==> config.mk <==
export PLATFORM = sky130hd
export DESIGN_NAME = url_field_splitter_flat
export DESIGN_NICKNAME = d
export VERILOG_FILES = /design/src/rtl/core/ufs_pkg.sv /design/src/rtl/core/ufs_char_if.sv /design/src/rtl/core/ufs_res_if.sv /design/src/rtl/core/ufs_parser.sv /design/src/rtl/core/ufs_outq.sv /design/src/rtl/core/url_field_splitter.sv /design/src/flat_wrapper.sv
export SDC_FILE = /design/constraint.sdc
export NUM_CORES = 1
export LEC_CHECK = 0
export ABC_CLOCK_PERIOD_IN_PS = 10400
export BUFFER_PORTS_ARGS = -buffer_cell sky130_fd_sc_hd__buf_2
export CORE_MARGIN = 2
export CORE_UTILIZATION = 60
export CTS_CLUSTER_DIAMETER = 120
export CTS_CLUSTER_SIZE = 40
export DETAILED_ROUTE_END_ITERATION = 16
export PLACE_DENSITY_LB_ADDON = 0.25
export SETUP_SLACK_MARGIN = 0.15
export SYNTH_ARGS = -nofsm -noshare
export SYNTH_HDL_FRONTEND = slang
export SYNTH_HIERARCHICAL = 1
export SYNTH_SLANG_ARGS = --single-unit
==> constraint.sdc <==
create_clock -name i_clk -period 10.4 [get_ports i_clk]
set_clock_uncertainty 0.15 [all_clocks]
set_input_delay 1.56 -clock i_clk [delete_from_list [all_inputs] [get_ports i_clk]]
set_output_delay 1.56 -clock i_clk [all_outputs]
set_load 0.01 [all_outputs]
==> src/rtl/core/ufs_pkg.sv <==
package ufs_pkg;

    // widths
    localparam int COUNT_W = 16;
    localparam int CAP_W   = 16;
    localparam int LIM_W   = (COUNT_W > CAP_W) ? COUNT_W : CAP_W;
    localparam int PORT_W  = 16;
    localparam int CHAR_W  = 8;
    localparam int CFG_IDX_W = 2;
    localparam int QCNT_W  = 2;

    // configuration register indexes
    localparam logic [CFG_IDX_W-1:0] CFG_SCHEME_CAP = 2'd0;
    localparam logic [CFG_IDX_W-1:0] CFG_HOST_CAP   = 2'd1;
    localparam logic [CFG_IDX_W-1:0] CFG_PATH_CAP   = 2'd2;

    // capacity reset values
    localparam logic [CAP_W-1:0] SCHEME_CAP_RST = 16'd16;
    localparam logic [CAP_W-1:0] HOST_CAP_RST   = 16'd64;
    localparam logic [CAP_W-1:0] PATH_CAP_RST   = 16'd256;

    // character codes
    localparam logic [CHAR_W-1:0] CH_END   = 8'h00;
    localparam logic [CHAR_W-1:0] CH_SPACE = 8'h20;
    localparam logic [CHAR_W-1:0] CH_SLASH = 8'h2F;
    localparam logic [CHAR_W-1:0] CH_ZERO  = 8'h30;
    localparam logic [CHAR_W-1:0] CH_NINE  = 8'h39;
    localparam logic [CHAR_W-1:0] CH_COLON = 8'h3A;

    typedef enum logic [2:0] {
        PH_SCHEME,
        PH_SEP1,
        PH_SEP2,
        PH_HOST,
        PH_PORT,
        PH_LEAD,
        PH_PATH,
        PH_SKIP
    } t_phase;

    typedef enum logic [1:0] {
        TAG_NONE,
        TAG_SCHEME,
        TAG_HOST,
        TAG_PATH
    } t_tag;

    typedef enum logic [1:0] {
        ST_OK,
        ST_TOO_BIG,
        ST_INVALID
    } t_status;

    typedef struct packed {
        t_tag              field_tag;
        logic [CHAR_W-1:0] out_byte;
        logic              done_res;
        t_status           status;
        logic              port_present;
        logic [PORT_W-1:0] port_value;
        logic              last;
    } t_result;

    // up to two result words handed to the output queue in one cycle
    typedef struct packed {
        logic [QCNT_W-1:0] num;
        t_result           r0;
        t_result           r1;
    } t_push;

    typedef struct packed {
        logic [CAP_W-1:0] scheme_cap;
        logic [CAP_W-1:0] host_cap;
        logic [CAP_W-1:0] path_cap;
    } t_cfg;

    function automatic t_result make_res(t_tag tag, logic [CHAR_W-1:0] b, logic done,
                                         t_status st, logic ps, logic [PORT_W-1:0] pv);
        t_result r;
        r.field_tag    = tag;
        r.out_byte     = b;
        r.done_res     = done;
        r.status       = st;
        r.port_present = ps;
        r.port_value   = pv;
        r.last         = 1'b0;
        return r;
    endfunction

endpackage

==> src/rtl/core/ufs_char_if.sv <==
interface ufs_char_if;
    import ufs_pkg::*;

    logic              valid;
    logic              ready;
    logic [CHAR_W-1:0] char_in;

    modport source (output valid, output char_in, input ready);
    modport sink   (input valid, input char_in, output ready);
endinterface

==> src/rtl/core/ufs_res_if.sv <==
interface ufs_res_if;
    import ufs_pkg::*;

    logic              valid;
    logic              ready;
    logic [1:0]        field_tag;
    logic [CHAR_W-1:0] out_byte;
    logic              done_res;
    logic [1:0]        status;
    logic              port_present;
    logic [PORT_W-1:0] port_value;
    logic              last;

    modport source (output valid, output field_tag, output out_byte, output done_res,
                    output status, output port_present, output port_value, output last,
                    input ready);
    modport sink   (input valid, input field_tag, input out_byte, input done_res,
                    input status, input port_present, input port_value, input last,
                    output ready);
endinterface

==> src/rtl/core/ufs_parser.sv <==
module ufs_parser (
    input  logic                      i_clk,
    input  logic                      i_rst_n,
    input  ufs_pkg::t_cfg             i_cfg,
    input  logic                      i_valid,
    input  logic [ufs_pkg::CHAR_W-1:0] i_char,
    input  logic [ufs_pkg::QCNT_W-1:0] i_free,
    output logic                      o_commit,
    output ufs_pkg::t_push            o_push
);
    import ufs_pkg::*;

    t_phase            r_phase, n_phase;
    logic [COUNT_W-1:0] r_cnt, n_cnt;
    logic              r_tb, n_tb;
    logic              r_inv, n_inv;
    logic [PORT_W-1:0] r_port, n_port;
    logic              r_seen, n_seen;

    logic [CAP_W-1:0]  slim, hlim, plim;
    logic              do_slash, do_emit, do_done, fits, second_on, inv_done;
    t_tag              emit_tag;
    logic [LIM_W-1:0]  emit_lim;
    logic [COUNT_W-1:0] cnt_base;
    logic [CHAR_W-1:0] digit;
    logic [QCNT_W-1:0] num;
    t_status           st_done;
    t_result           res0, res1, second;

    // field limits, capacity minus terminator (and slash for the path)
    assign slim = (i_cfg.scheme_cap == '0) ? '0 : i_cfg.scheme_cap - 1'b1;
    assign hlim = (i_cfg.host_cap == '0) ? '0 : i_cfg.host_cap - 1'b1;
    assign plim = (i_cfg.path_cap < CAP_W'(2)) ? '0 : i_cfg.path_cap - CAP_W'(2);
    assign digit = i_char - CH_ZERO;

    // phase decode for one byte
    always_comb begin
        n_phase  = r_phase;
        n_cnt    = r_cnt;
        n_tb     = r_tb;
        n_inv    = r_inv;
        n_port   = r_port;
        n_seen   = r_seen;
        do_slash = 1'b0;
        do_emit  = 1'b0;
        do_done  = 1'b0;
        emit_tag = TAG_NONE;
        emit_lim = '0;
        inv_done = r_inv;

        if (i_char == CH_END) begin
            do_done = 1'b1;
            case (r_phase)
                PH_SCHEME, PH_SEP1, PH_SEP2: inv_done = 1'b1;
                PH_HOST, PH_PORT, PH_LEAD:   do_slash = 1'b1;
                default: ;
            endcase
        end else begin
            case (r_phase)
                PH_SCHEME: begin
                    if (i_char == CH_COLON) begin
                        n_phase = PH_SEP1;
                        n_cnt   = '0;
                    end else begin
                        do_emit  = 1'b1;
                        emit_tag = TAG_SCHEME;
                        emit_lim = LIM_W'(slim);
                    end
                end
                PH_SEP1, PH_SEP2: begin
                    if (i_char == CH_SLASH) begin
                        n_phase = (r_phase == PH_SEP1) ? PH_SEP2 : PH_HOST;
                    end else begin
                        n_inv   = 1'b1;
                        n_phase = PH_SKIP;
                    end
                end
                PH_HOST: begin
                    if (i_char == CH_SLASH) begin
                        n_phase = PH_LEAD;
                    end else if (i_char == CH_COLON) begin
                        n_seen  = 1'b1;
                        n_phase = PH_PORT;
                    end else if (i_char == CH_SPACE) begin
                        do_slash = 1'b1;
                        do_emit  = 1'b1;
                        emit_tag = TAG_PATH;
                        emit_lim = LIM_W'(plim);
                    end else begin
                        do_emit  = 1'b1;
                        emit_tag = TAG_HOST;
                        emit_lim = LIM_W'(hlim);
                    end
                end
                PH_PORT: begin
                    if (i_char >= CH_ZERO && i_char <= CH_NINE) begin
                        n_port = (r_port << 3) + (r_port << 1) + PORT_W'(digit);
                    end else if (i_char == CH_SLASH) begin
                        n_phase = PH_LEAD;
                    end else begin
                        do_slash = 1'b1;
                        do_emit  = 1'b1;
                        emit_tag = TAG_PATH;
                        emit_lim = LIM_W'(plim);
                    end
                end
                PH_LEAD: begin
                    if (i_char != CH_SLASH) begin
                        do_slash = 1'b1;
                        do_emit  = 1'b1;
                        emit_tag = TAG_PATH;
                        emit_lim = LIM_W'(plim);
                    end
                end
                PH_PATH: begin
                    do_emit  = 1'b1;
                    emit_tag = TAG_PATH;
                    emit_lim = LIM_W'(plim);
                end
                default: ;
            endcase
        end

        // path start resets the count
        cnt_base = do_slash ? '0 : r_cnt;
        fits = (LIM_W'(cnt_base) < emit_lim) && (cnt_base != {COUNT_W{1'b1}});
        if (do_slash) begin
            n_phase = PH_PATH;
            n_cnt   = '0;
        end
        if (do_emit) begin
            if (fits) begin
                n_cnt = cnt_base + 1'b1;
            end else begin
                n_tb = 1'b1;
            end
        end

        // end byte returns the parser to its idle state
        if (do_done) begin
            n_phase = PH_SCHEME;
            n_cnt   = '0;
            n_tb    = 1'b0;
            n_inv   = 1'b0;
            n_port  = '0;
            n_seen  = 1'b0;
        end
    end

    // result words in emission order
    always_comb begin
        st_done = inv_done ? ST_INVALID : (r_tb ? ST_TOO_BIG : ST_OK);
        second  = do_done ? make_res(TAG_NONE, CH_END, 1'b1, st_done, r_seen, r_port)
                          : make_res(emit_tag, i_char, 1'b0, ST_OK, r_seen, r_port);
        second_on = do_done || (do_emit && fits);
        res0 = '0;
        res1 = '0;
        num  = '0;
        if (do_slash) begin
            res0 = make_res(TAG_PATH, CH_SLASH, 1'b0, ST_OK, r_seen, r_port);
            if (second_on) begin
                res1 = second;
                num  = QCNT_W'(2);
            end else begin
                num  = QCNT_W'(1);
            end
        end else if (second_on) begin
            res0 = second;
            num  = QCNT_W'(1);
        end
        if (num == QCNT_W'(2)) begin
            res1.last = 1'b1;
        end else begin
            res0.last = 1'b1;
        end
    end

    assign o_commit   = i_valid && (num <= i_free);
    assign o_push.num = o_commit ? num : '0;
    assign o_push.r0  = res0;
    assign o_push.r1  = res1;

    // parser state
    always_ff @(posedge i_clk) begin
        if (!i_rst_n) begin
            r_phase <= PH_SCHEME;
            r_cnt   <= '0;
            r_tb    <= 1'b0;
            r_inv   <= 1'b0;
            r_port  <= '0;
            r_seen  <= 1'b0;
        end else if (o_commit) begin
            r_phase <= n_phase;
            r_cnt   <= n_cnt;
            r_tb    <= n_tb;
            r_inv   <= n_inv;
            r_port  <= n_port;
            r_seen  <= n_seen;
        end
    end

endmodule

==> src/rtl/core/ufs_outq.sv <==
module ufs_outq (
    input  logic                       i_clk,
    input  logic                       i_rst_n,
    input  ufs_pkg::t_push             i_push,
    input  logic                       i_pop,
    output logic                       o_valid,
    output ufs_pkg::t_result           o_head,
    output logic [ufs_pkg::QCNT_W-1:0] o_free
);
    import ufs_pkg::*;

    t_result           r_s0, r_s1, n_s0, n_s1;
    logic [QCNT_W-1:0] r_cnt, n_cnt, rem;
    logic              pop;

    assign pop     = i_pop && (r_cnt != '0);
    assign o_valid = (r_cnt != '0);
    assign o_head  = r_s0;
    assign o_free  = QCNT_W'(2) - r_cnt;
    assign rem     = r_cnt - QCNT_W'(pop);

    // shift out the head, then append new words behind what remains
    always_comb begin
        n_s0 = pop ? r_s1 : r_s0;
        n_s1 = r_s1;
        if (i_push.num != '0) begin
            if (rem == '0) begin
                n_s0 = i_push.r0;
            end else begin
                n_s1 = i_push.r0;
            end
        end
        if (i_push.num == QCNT_W'(2)) begin
            n_s1 = i_push.r1;
        end
        n_cnt = rem + i_push.num;
    end

    always_ff @(posedge i_clk) begin
        if (!i_rst_n) begin
            r_cnt <= '0;
        end else begin
            r_cnt <= n_cnt;
        end
    end

    always_ff @(posedge i_clk) begin
        r_s0 <= n_s0;
        r_s1 <= n_s1;
    end

endmodule

==> src/rtl/core/url_field_splitter.sv <==
// url_field_splitter: splits a URL of the form SCHEME://HOST[:PORT]/PATH.
// i_in carries one URL byte per word (char_in); byte 0 ends the URL and the
// parser returns to its start state afterwards, keeping the capacities.
// o_out carries result words: a field tag with its byte, and on the end byte
// a done word with status and the parsed port. last marks the final word
// caused by one input byte; a byte may cause zero, one or two words.
// The capacity registers are written over i_cfg_we / i_cfg_index /
// i_cfg_data; index 0 scheme, 1 host, 2 path. The user must write them
// only while the block is idle; the block itself does not enforce this.
// A byte is registered on acceptance and its words in the output queue.
// Throughput: one byte per cycle while each byte yields at most one word
// and the receiver takes every word. A byte yielding two words is taken
// only into an empty output queue, so after a word-producing byte it waits
// for the queue to drain, and the next byte waits while the second word
// goes out. When the receiver stalls, the output queue holds up to two
// words, the input register one byte; i_in.ready drops once these are full.
// Synchronous active-low reset clears the parser, the queue and the input
// register, and restores the capacities to 16, 64 and 256.
module url_field_splitter (
    input  logic                          i_clk,
    input  logic                          i_rst_n,
    input  logic                          i_cfg_we,
    input  logic [ufs_pkg::CFG_IDX_W-1:0] i_cfg_index,
    input  logic [ufs_pkg::CAP_W-1:0]     i_cfg_data,
    ufs_char_if.sink                      i_in,
    ufs_res_if.source                     o_out
);
    import ufs_pkg::*;

    t_cfg              r_cfg;
    logic              r_in_valid;
    logic [CHAR_W-1:0] r_in_char;
    logic              commit;
    logic [QCNT_W-1:0] free;
    t_push             push;
    t_result           head;

    // configuration registers
    always_ff @(posedge i_clk) begin
        if (!i_rst_n) begin
            r_cfg.scheme_cap <= SCHEME_CAP_RST;
            r_cfg.host_cap   <= HOST_CAP_RST;
            r_cfg.path_cap   <= PATH_CAP_RST;
        end else if (i_cfg_we) begin
            case (i_cfg_index)
                CFG_SCHEME_CAP: r_cfg.scheme_cap <= i_cfg_data;
                CFG_HOST_CAP:   r_cfg.host_cap   <= i_cfg_data;
                CFG_PATH_CAP:   r_cfg.path_cap   <= i_cfg_data;
                default: ;
            endcase
        end
    end

    // input register, refilled as the parser consumes it
    assign i_in.ready = !r_in_valid || commit;

    always_ff @(posedge i_clk) begin
        if (!i_rst_n) begin
            r_in_valid <= 1'b0;
        end else if (i_in.ready) begin
            r_in_valid <= i_in.valid;
        end
    end

    always_ff @(posedge i_clk) begin
        if (i_in.valid && i_in.ready) begin
            r_in_char <= i_in.char_in;
        end
    end

    ufs_parser u_parser (
        .i_clk    (i_clk),
        .i_rst_n  (i_rst_n),
        .i_cfg    (r_cfg),
        .i_valid  (r_in_valid),
        .i_char   (r_in_char),
        .i_free   (free),
        .o_commit (commit),
        .o_push   (push)
    );

    ufs_outq u_outq (
        .i_clk   (i_clk),
        .i_rst_n (i_rst_n),
        .i_push  (push),
        .i_pop   (o_out.ready),
        .o_valid (o_out.valid),
        .o_head  (head),
        .o_free  (free)
    );

    // output word fields
    assign o_out.field_tag    = head.field_tag;
    assign o_out.out_byte     = head.out_byte;
    assign o_out.done_res     = head.done_res;
    assign o_out.status       = head.status;
    assign o_out.port_present = head.port_present;
    assign o_out.port_value   = head.port_value;
    assign o_out.last         = head.last;

endmodule

==> src/flat_wrapper.sv <==
// flat-port wrapper written by rule: the top's interface ports become plain ports
module url_field_splitter_flat import ufs_pkg::*;
  (i_clk, i_rst_n, i_cfg_we, i_cfg_index, i_cfg_data, i_in_valid, i_in_char_in, i_in_ready, o_out_valid, o_out_field_tag, o_out_out_byte, o_out_done_res, o_out_status, o_out_port_present, o_out_port_value, o_out_last, o_out_ready);
  ufs_char_if i_in_i ();
  ufs_res_if o_out_i ();
  input  logic i_clk;
  input  logic i_rst_n;
  input  logic i_cfg_we;
  input  logic [ufs_pkg::CFG_IDX_W-1:0] i_cfg_index;
  input  logic [ufs_pkg::CAP_W-1:0] i_cfg_data;
  input wire logic [$bits(i_in_i.valid)-1:0] i_in_valid;
  input wire logic [$bits(i_in_i.char_in)-1:0] i_in_char_in;
  output wire logic [$bits(i_in_i.ready)-1:0] i_in_ready;
  output wire logic [$bits(o_out_i.valid)-1:0] o_out_valid;
  output wire logic [$bits(o_out_i.field_tag)-1:0] o_out_field_tag;
  output wire logic [$bits(o_out_i.out_byte)-1:0] o_out_out_byte;
  output wire logic [$bits(o_out_i.done_res)-1:0] o_out_done_res;
  output wire logic [$bits(o_out_i.status)-1:0] o_out_status;
  output wire logic [$bits(o_out_i.port_present)-1:0] o_out_port_present;
  output wire logic [$bits(o_out_i.port_value)-1:0] o_out_port_value;
  output wire logic [$bits(o_out_i.last)-1:0] o_out_last;
  input wire logic [$bits(o_out_i.ready)-1:0] o_out_ready;
  assign i_in_i.valid = i_in_valid;
  assign i_in_i.char_in = i_in_char_in;
  assign i_in_ready = i_in_i.ready;
  assign o_out_valid = o_out_i.valid;
  assign o_out_field_tag = o_out_i.field_tag;
  assign o_out_out_byte = o_out_i.out_byte;
  assign o_out_done_res = o_out_i.done_res;
  assign o_out_status = o_out_i.status;
  assign o_out_port_present = o_out_i.port_present;
  assign o_out_port_value = o_out_i.port_value;
  assign o_out_last = o_out_i.last;
  assign o_out_i.ready = o_out_ready;
  url_field_splitter u_core (.i_clk(i_clk), .i_rst_n(i_rst_n), .i_cfg_we(i_cfg_we), .i_cfg_index(i_cfg_index), .i_cfg_data(i_cfg_data), .i_in(i_in_i), .o_out(o_out_i));
endmodule
==> results.py <==
metrics = {
    "detailed_routing": {
        "drt_iter0_markers": 913,
        "first_pass_iters": 6,
        "antenna_left": 0,
        "routed_wl_um": 26000,
        "via_per_inst": 6.06,
        "drt-wirelength-per-cell_um": 18.6,
        "vias": 8477,
        "drc_errors": 0,
    },
    "timing": {
        "tightest_slew_ps": 1260,
        "slew_headroom_pct": 15.1,
        "final-hold-violation-count": 0,
        "rsz0062_at_grt": "no",
        "setup_violations": 0,
        "fin_crit_ps": 9020,
        "timing.fmax_mhz": 111,
        "slew_viol_final": 0,
        "period_share_pct": 86.7,
        "setup_tns_ps": 0,
    },
    "clock_network": {
        "cts_root_buf": "clkbuf_16",
        "cts_buffers": 17,
        "clock_sinks": 159,
        "cts_resized": 0,
        "cts_tree": "built",
        "hold_buffers": 0,
        "clk_path_buf_depth": 2,
        "clk_pin_slew_ps": 60,
        "clk_latency_ps": 430,
        "postCtsSetupBuffers": 0,
        "htreeDepth": 4,
    },
    "critical_path": {
        "critPathKind": "flop to output pin",
        "worstPathMaxFanout": 19,
        "required_ps": 8690,
        "cp-start-kind": "flop",
        "critPathArrivalTime_ps": 7310,
        "end_kind": "output pin",
    },
    "yosys": {
        "synth_cell_types": 80,
        "synth_ff_type": "dfxtp_1",
        "netlist_area_um2": 10500,
        "syn_nets": 1216,
        "synth_edf_count": 39,
        "synth_seq_area_share_pct": 34.2,
        "ys_seq_elements": 159,
        "synth.top_cell.area_share_pct": 23.0,
        "ys.warnings.count": 6,
        "synth_area_per_cell_um2": 9.26,
        "synthCells": 1129,
        "synth_area_leaders": "dfxtp_1 23%, edfxtp_1 11%, mux2_4 8.3%, ha_1 6.0%, mux2i_1 4.8%",
        "yosysTopAreaCell": "dfxtp_1",
        "synth-async-reset-ratio_pct": 0,
    },
    "global_route": {
        "grt.overflow.total": 0,
        "grt_pass1_wl_um": 41900,
        "grt_max_degree": 80,
        "grt_antenna_before_repair": 0,
        "grt_pass1_vias": 7863,
        "grt_util_all_layers_pct": 28.7,
    },
    "placement": {
        "place_area_um2": 10800,
        "hpwlAfterDp_um": 18900,
        "gp_congestion": 0.949,
        "placement.io_buffers": 63,
    },
    "floorplanning": {
        "initial_utilization_pct": 60.9,
        "ioPinCount": 64,
        "die_w_um": 136,
        "num_rows": 48,
        "dieArea_um2": 18500,
        "die_y_um": 136,
        "design.core.area_um2": 17200,
    },
    "cells_and_area": {
        "final_cell_mix": "132 x nand2_1, 120 x dfxtp_1, 84 x nor2_1",
        "stdcell_area_um2": 11400,
        "final_common_cell": "nand2_1",
        "area_growth_pct": 8.65,
        "drive_gt1_share_pct": 18.4,
        "nets": 1249,
        "antenna_cells": 0,
    },
    "flow_run": {
        "maxCapViolations": 0,
    },
    "pwr": {
        "cellLeakagePower_nw": 4.91,
        "irDropWorstVdd_mv": 0.138,
        "p_total_mw": 1.92,
        "power_per_cell_area_nw_per_um2": 169,
    },
    "hold_path": {
        "hp-class": "flop to flop",
    },
    "outcome": {
        "status": "finished clean",
    },
}
-- cell families (layout without fill, tap and decap cells) --
group	count (synthesis)	after routing	share of synthesized area (%)
buffers and inverters	111	157	5.31
AND/OR/NAND/NOR	430	430	20.9
XOR/XNOR	54	54	4.52
AO/OA/AOI/OAI	176	176	11.0
adder cells (fa/ha/maj)	56	56	7.13
multiplexers	143	143	16.9
flip-flops	159	159	34.2
-- flip-flops by register name, summed over array words and instances, names as in the netlist --
name and cells:
u_core/r_cfg 48, u_core/u_outq/o_head 31, u_core/u_outq/r_s1 31, u_core/u_parser/r_cnt 16, u_core/u_parser/r_port 16, u_core/r_in_char 8, u_core/u_parser/r_phase 3, u_core/u_outq/r_cnt 2
u_core/r_in_valid 1, u_core/u_parser/r_inv 1, u_core/u_parser/r_seen 1, u_core/u_parser/r_tb 1
-- worst paths after layout --
check | slack (ps) | from | cells past startpoint | to
worst max-delay path | 1380 | u_core/r_in_char[4]$_DFFE_PP_ | 22 | i_in_ready
worst min-delay path | 300 | u_core/u_parser/r_tb$_SDFFE_PN0P_ | 2 | u_core/u_parser/r_tb$_SDFFE_PN0P_
worst max register to register | 2050 | u_core/r_in_char[4]$_DFFE_PP_ | 24 | u_core/u_parser/r_port[14]$_SDFFE_PN0P_
worst min register to register | 300 | u_core/u_parser/r_tb$_SDFFE_PN0P_ | 2 | u_core/u_parser/r_tb$_SDFFE_PN0P_
-- worst max-delay path: stages, from the launching register on --
cell and delay, ps:
edfxtp_1 370, inv_1 130, ha_1 230, and3_1 410
nor3_1 1110, o21ai_0 380, ha_1 420, a21oi_1 120
o21ai_0 160, o21ai_0 390, nor2_1 130, a2111o_1 490
nor2_4 330, nor2_1 230, inv_1 130, ha_1 190
ha_1 250, nor2b_1 140, o21ai_0 170, nand2_1 300
inv_1 440, nand2b_1 200, buf_2 140
-- layer usage --
metal  vias up  track usage [%]  wire length (um)
li1       4095                -                 -
met2       354             42.5             11400
met4         0             6.25               274
met5         -                0                 0
met1      3997             42.9             12400
met3        31             5.78              1990
-- cells in the mapped netlist, types with 35 or more instances --
library cell and n:
a21oi_1 39, mux2_4 58, mux2i_1 50, nor2_1 84, nor3_1 40, and2_1 38
edfxtp_1 39, nand3_1 38, nand2_1 132, mux2_2 35, o21ai_0 43, inv_1 53
dfxtp_1 120, ha_1 50
-- metrics by stage --
stage          std cells  hold slack, ps  setup slack (ps)  utilization, %
3_3_place_gp        1368             287              2330            62.7
6_report            1400             304              1380            66.1
2_1_floorplan       1129             276              3120               -
3_5_place_dp        1368             294              2050            62.7
5_1_grt             1400             330               874            66.1
4_1_cts             1400             304              1490            66.1
-- area by class of cell --
class	instances	area, um^2
multi-input cells	859	6340
fillers	1448	5820
flip-flops and latches	159	3570
clock buffers	18	429
repair buffers	71	375
well taps	225	282
inverters	54	203
clock inverters	14	154
-- power breakdown --
part	leakage, nW	internal (mW)	switching [mW]
Sequential	1.35	0.728	0.0525
Combinational	3.28	0.274	0.235
Clock	0.281	0.358	0.273
Total	4.91	1.36	0.560
Power figures use the tool's default switching activity.
